**config.mk**
```make
export PLATFORM = sky130hd
export DESIGN_NAME = acmp_ctrl
export DESIGN_NICKNAME = d
export VERILOG_FILES = /design/src/design/acmp_pkg.sv /design/src/design/acmp_ctrl.sv
export SDC_FILE = /design/constraint.sdc
export NUM_CORES = 1
export LEC_CHECK = 0
export ABC_CLOCK_PERIOD_IN_PS = 1800
export BUFFER_PORTS_ARGS = -buffer_cell sky130_fd_sc_hd__buf_2
export CORE_MARGIN = 2
export CORE_UTILIZATION = 35
export DETAILED_ROUTE_END_ITERATION = 6
export PLACE_DENSITY = 0.52
export SLEW_MARGIN = 25
export SYNTH_ARGS = -nofsm -noshare
export SYNTH_HDL_FRONTEND = slang
export SYNTH_SLANG_ARGS = --single-unit
```
**constraint.sdc**
```tcl
create_clock -name clock -period 1.8 [get_ports clock]
set_input_delay 0.27 -clock clock [delete_from_list [all_inputs] [get_ports clock]]
set_output_delay 0.27 -clock clock [all_outputs]
set_load 0.05 [all_outputs]
```
**src/design/acmp_pkg.sv**
```systemverilog
// shared types, constants and functions for the argon2 block compression
`timescale 1ns / 1ps

package acmp_pkg;

   localparam int unsigned WORD_W  = 64;
   localparam int unsigned PAIR_AW = 6;
   localparam int unsigned NPAIRS  = 64;
   localparam int unsigned ROT_A   = 32;
   localparam int unsigned ROT_B   = 24;
   localparam int unsigned ROT_C   = 16;
   localparam int unsigned ROT_D   = 63;

   typedef logic [WORD_W-1:0]  word_type;
   typedef logic [PAIR_AW-1:0] paddr_type;

   typedef enum logic [2:0] {
      VOP_NONE,
      VOP_LOAD,
      VOP_STORE,
      VOP_MIX,
      VOP_ALIGN,
      VOP_UNALIGN
   } vop_type;

   typedef struct packed {
      logic      wr_in;
      logic      first;
      logic      wr_v;
      paddr_type waddr;
      paddr_type raddr;
      vop_type   vop;
      logic [1:0] step;
      logic      rot;
      logic      out_load;
   } cmd_type;

   function automatic word_type blamka(word_type x, word_type y);
      word_type p;
      p = 64'(x[31:0]) * 64'(y[31:0]);
      return x + y + {p[62:0], 1'b0};
   endfunction

   function automatic word_type rotr(word_type w, int unsigned c);
      return (w >> c) | (w << (WORD_W - c));
   endfunction

   // pair address of element j of round rnd: rows first, then interleaved columns
   function automatic paddr_type round_addr(logic [3:0] rnd, logic [2:0] j);
      return rnd[3] ? {j, rnd[2:0]} : {rnd[2:0], j};
   endfunction

endpackage

```
**src/design/acmp_ctrl.sv**
```systemverilog
// sequencer for load, round and emit phases of the block compression
`timescale 1ns / 1ps

module acmp_ctrl (
   input  logic             clock,
   input  logic             reset,
   input  logic             req_valid,
   output logic             req_ready,
   output logic             rsp_valid,
   input  logic             rsp_ready,
   output logic             rsp_last_pair,
   output acmp_pkg::cmd_type cmd
);
   import acmp_pkg::*;

   typedef enum logic [8:0] {
      S_LOAD    = 9'b000000001,
      S_RLOAD   = 9'b000000010,
      S_MIX     = 9'b000000100,
      S_ALIGN   = 9'b000001000,
      S_UNALIGN = 9'b000010000,
      S_RSTORE  = 9'b000100000,
      S_ERD     = 9'b001000000,
      S_EWAIT   = 9'b010000000,
      S_EHOLD   = 9'b100000000
   } state_type;

   localparam paddr_type  LAST_PAIR = PAIR_AW'(NPAIRS - 1);
   localparam logic [3:0] LOAD_END  = 4'd8;
   localparam logic [3:0] STORE_END = 4'd7;
   localparam logic [3:0] LAST_RND  = 4'd15;

   state_type  state_ff, state_in;
   paddr_type  lc_ff, lc_in;
   paddr_type  pair_ff, pair_in;
   logic [3:0] rnd_ff, rnd_in;
   logic [3:0] cnt_ff, cnt_in;
   logic [2:0] mix_ff, mix_in;
   logic [1:0] step_ff, step_in;
   logic       rsp_valid_ff, rsp_valid_in;
   logic       last_ff, last_in;

   always_comb begin
      state_in = state_ff;
      lc_in    = lc_ff;
      pair_in  = pair_ff;
      rnd_in   = rnd_ff;
      cnt_in   = cnt_ff;
      mix_in   = mix_ff;
      step_in  = step_ff;
      last_in  = last_ff;
      cmd      = '0;
      cmd.vop  = VOP_NONE;
      req_ready = 1'b0;
      unique case (state_ff)
         S_LOAD: begin
            req_ready = 1'b1;
            if (req_valid) begin
               cmd.wr_in = 1'b1;
               cmd.first = (lc_ff == '0);
               cmd.waddr = lc_ff;
               lc_in     = lc_ff + 1'b1;
               if (lc_ff == LAST_PAIR) begin
                  state_in = S_RLOAD;
                  rnd_in   = '0;
                  cnt_in   = '0;
               end
            end
         end
         S_RLOAD: begin
            if (cnt_ff != LOAD_END) cmd.raddr = round_addr(rnd_ff, cnt_ff[2:0]);
            if (cnt_ff != '0) cmd.vop = VOP_LOAD;
            cnt_in = cnt_ff + 1'b1;
            if (cnt_ff == LOAD_END) begin
               state_in = S_MIX;
               cnt_in   = '0;
               mix_in   = '0;
               step_in  = '0;
            end
         end
         S_MIX: begin
            cmd.vop  = VOP_MIX;
            cmd.step = step_ff;
            cmd.rot  = (step_ff == 2'd3);
            step_in  = step_ff + 1'b1;
            if (step_ff == 2'd3) begin
               mix_in = mix_ff + 1'b1;
               if (mix_ff == 3'd3) state_in = S_ALIGN;
               if (mix_ff == 3'd7) state_in = S_UNALIGN;
            end
         end
         S_ALIGN: begin
            cmd.vop  = VOP_ALIGN;
            state_in = S_MIX;
         end
         S_UNALIGN: begin
            cmd.vop  = VOP_UNALIGN;
            state_in = S_RSTORE;
            cnt_in   = '0;
         end
         S_RSTORE: begin
            cmd.wr_v  = 1'b1;
            cmd.waddr = round_addr(rnd_ff, cnt_ff[2:0]);
            cmd.vop   = VOP_STORE;
            cnt_in    = cnt_ff + 1'b1;
            if (cnt_ff == STORE_END) begin
               cnt_in = '0;
               if (rnd_ff == LAST_RND) begin
                  state_in = S_ERD;
                  pair_in  = '0;
               end else begin
                  rnd_in   = rnd_ff + 1'b1;
                  state_in = S_RLOAD;
               end
            end
         end
         S_ERD: begin
            cmd.raddr = pair_ff;
            if (!rsp_valid_ff) state_in = S_EWAIT;
         end
         S_EWAIT: begin
            cmd.out_load = 1'b1;
            last_in      = (pair_ff == LAST_PAIR);
            state_in     = (pair_ff == LAST_PAIR) ? S_LOAD : S_EHOLD;
         end
         S_EHOLD: begin
            if (rsp_ready) begin
               pair_in  = pair_ff + 1'b1;
               state_in = S_ERD;
            end
         end
         default: state_in = S_LOAD;
      endcase
   end

   always_comb begin
      rsp_valid_in = rsp_valid_ff;
      if (cmd.out_load) rsp_valid_in = 1'b1;
      else if (rsp_ready) rsp_valid_in = 1'b0;
   end

   always_ff @(posedge clock) begin
      if (reset) begin
         state_ff     <= S_LOAD;
         lc_ff        <= '0;
         pair_ff      <= '0;
         rnd_ff       <= '0;
         cnt_ff       <= '0;
         mix_ff       <= '0;
         step_ff      <= '0;
         rsp_valid_ff <= 1'b0;
      end else begin
         state_ff     <= state_in;
         lc_ff        <= lc_in;
         pair_ff      <= pair_in;
         rnd_ff       <= rnd_in;
         cnt_ff       <= cnt_in;
         mix_ff       <= mix_in;
         step_ff      <= step_in;
         rsp_valid_ff <= rsp_valid_in;
      end
   end

   always_ff @(posedge clock) begin
      last_ff <= last_in;
   end

   assign rsp_valid     = rsp_valid_ff;
   assign rsp_last_pair = last_ff;

endmodule

```
==> reports/summary.md <==
• finished with violations — result of the run
• setup timing — violations in the final reports
• 0 — Pins Over Slew Limit
• 30 — Placement Rows
• 0% — proportion of register bits with asynchronous set or reset after synthesis
• 4420 µm — met2 WL
• 7690 µm² — Die ar.
• 65.6% — final core occ
• 5750 µm — detailed placer's ending HPWL
• built — TritonCTS clock tree
• 5 — CTS buffer count
• 306 — synthesized netlist cell count
• 2190 ps — post-layout min period
• 36 — Clock Sink Count
• 2450 µm² — cell area after synthesis
• 6790 µm² — placeable core region
• 0 — DRC violation count after routing
• -386 ps — setup slack of the critical path after layout
• 0 — synthesis warning total
• 4460 µm² — post-route standard cell area excluding fillers
• 60.8% — Slew Limit Headroom
• dfxtp_1, o21ai_0, mux2i_1 — largest cells by area after synthesis
• 588 ps — slew at the pin closest to its max-slew limit
• 0 — global route overflow
• 121% — post-route clock period utilization
• 538 — number of cells in the finished layout apart from fillers
• 8.03 ps — skew final
• buf_6 -> nor4_4 -> buf_6 -> nand3_4 -> o211ai_1 -> buf_4 — cells traversed along the worst timing path
• in -> reg — Hold Crit Class
• 3890 µm — Post-Route M1 WL
• 2813 — Vias
• 56.6% — share of cells above drive strength 1
• 8 — number of cells on the worst reg-to-reg path
• 29 — largest net degree at the start of global routing
• 0 — number of violations of the max-capacitance limit
• 2 — buffers from clock root to sink, at most
• 227 µV — peak supply drop
• 300 ps — source-to-sink clock delay at the later pin of the worst-skew pair
• 13500 µm — wire length of the first global-routing pass
• 195 µm — met3 WL
• 22.5% — total global-route track usage
• 400 ps — longest individual stage delay on the worst path
• 87 — iteration-0 DRC count of the detailed router
• 8.01 µm² — synthesized area divided by synthesized cell count
• 3470 µm² — cell area reported after detailed placement
• dfxtp_1, o21ai_0, nand2_1 — most used standard cells in the synthesized netlist
• 1.82 nW — P_leak
• 0.841 — routability-driven placement congestion ratio
• 28.6% — top-area cell type share of the netlist area
• clkbuf_8 — buffer type at the clock tree root
• 1920 ps — Arrival @ worst endpoint
• primary output — nature of the critical path endpoint
• dfxtp_1 — most repeated cell in the gate-level netlist after synthesis
• 497 — total instance count after detailed placement
• 0 — Inserted Diodes
• reg -> out — kind of critical path
• dfxtp_1 — Synth Flop Type
• 5 — CP Max Fanout
• 4 — number of search-and-repair iterations in the first detailed-routing pass
• register — kind of launch point of the worst setup path
• nor4_4 — Max stage delay cell, worst path
• 551 — fill cell total of the finished layout
• 1 — number of flops mapped to enable cells by yosys
• 1530 ps — required time at the endpoint of the critical path
• 16.1 µm — routed length per placed instance
• 2786 — number of global-route vias before repair
• met4 — top layer reached by signal wires
• 0 — antenna violations before repair
• yes — unrepaired setup endpoints after global routing
• 319 — nets in the synthesized netlist
• 29.8% — sequential area share after synthesis
• 4 — worst hold stages
• dfxtp_1 — most area-hungry cell type in the Yosys netlist
• 87.7 µm — DIE HEIGHT
• 355 nW/µm² — areal power density over the cells
• 36 — total of flip-flops plus latches after synthesis
• 57 — distinct cell type count of the synthesized netlist
• 454 — count of nets after finishing
• 29 — io pins
• 81.7% — Area Overhead vs Synth
• 5.23 — routed via count divided by cell count
• 36.1% — starting density of the core
• 28 — number of I/O port buffers
• 8670 µm — overall routed net length
• 0 — remaining antenna violation count after routing
• 46 — Setup-failing EPs final
• 80 ps — clk slew on worst S/H paths
• 0.457 GHz — Achievable Freq
• -169 ps — pre-CTS setup slack
• 0 — Final Hold Fails
• buf_6 — most numerous cell on the critical path
• 87.7 µm — horizontal die dimension
• 2 — CTS H-tree depth
[placed cells by master (no fill, tap or decap), types with 6 or more instances in the layout]
cell      netlist  final
buf_4           2     95
buf_6           1     42
dfxtp_1        35     28
mux2i_1        14     14
nor2_1         18     14
inv_1          16     13
nand2_1        19     12
nand4_1        10     10
o21ai_0        29     10
a21oi_1        16      9
ha_1            9      9
buf_8           0      9
o21ai_4         0      8
nand3_1        11      8
nor2b_1         7      7
nand2b_1        6      6
o21ai_1         0      6
clkbuf_8        0      6
[logic make-up after synthesis]
family	share of synthesized area (%)
xor+xnor	2.86
fa+ha+maj	4.59
mux	5.71
compound gates	17.8
flops	29.8
simple gates	31.8
buf+inv	7.45
[per-stage QoR]
stage	total power [mW]	setup TNS, ps	hold WS (ps)
after floorplan	0.903	-4260	453
after global placement	0.940	-3490	464
after detailed placement	0.940	-3840	474
after CTS	1.59	-9090	281
after global routing	1.63	-13210	312
final	1.58	-9890	283
[sequential cells by signal, summed over array words and instances (netlist names)]
| name | count |
|---|---|
| step_ff | 2 |
| mix_ff | 3 |
| cnt_ff | 4 |
| lc_ff | 6 |
| rnd_ff | 4 |
| rsp_valid | 1 |
| rsp_last_pair | 1 |
| pair_ff | 6 |
| state_ff | 9 |
[final timing paths]
check | endpoint | startpoint | slack (ps)
worst max-delay path | cmd[4] | state_ff[7]$_SDFFE_PP0P_ | -390
worst max register to register | lc_ff[5]$_SDFFE_PP0P_ | state_ff[7]$_SDFFE_PP0P_ | -260
worst min-delay path | rsp_valid$_SDFFE_PP0P_ | rsp_ready | 280
worst min register to register | mix_ff[2]$_SDFFE_PP0P_ | mix_ff[2]$_SDFFE_PP0P_ | 490
[critical path, delay by kind of cell (launching register included)]
| kind | cells | cell delay, ps |
|---|---|---|
| AO/OA/AOI/OAI | 1 | 220 |
| buffers and inverters | 3 | 560 |
| flip-flops | 1 | 360 |
| AND/OR/NAND/NOR | 2 | 480 |
[per-layer routing]
layer / global-route usage [%] / vias to the layer above
met5: 0 / -
met4: 7.13 / 0
met3: 2.83 / 13
met2: 39.7 / 41
met1: 28.4 / 1369
li1: - / 1390
[power breakdown]
part,internal [mW],switching (mW),total (mW)
clock,0.306,0.333,0.639
sequential,0.800,0.00257,0.803
combinational,0.0579,0.0805,0.138
[area by class of cell]
type / instances / area, µm² / share of cell area, %
multi-input combinational: 228 / 2020 / 45.3
tap: 96 / 120 / 2.70
inverter: 17 / 92.6 / 2.08
clock inverter: 2 / 10.0 / 0.225
sequential: 36 / 744 / 16.7
timing repair buffer: 153 / 1390 / 31.1
clock buffer: 6 / 82.6 / 1.85
[repair_timing]
| action | CTS | global route |
|---|---|---|
| hold buffers | 0 | 0 |
| hold endpoints to repair | 0 | 0 |
| pin swaps | 43 | 24 |
| setup buffers | 26 | 19 |
| setup endpoints to repair | 46 | 54 |
| resized for setup | 127 | 47 |
Note: power is estimated with default switching activity, not from simulation.
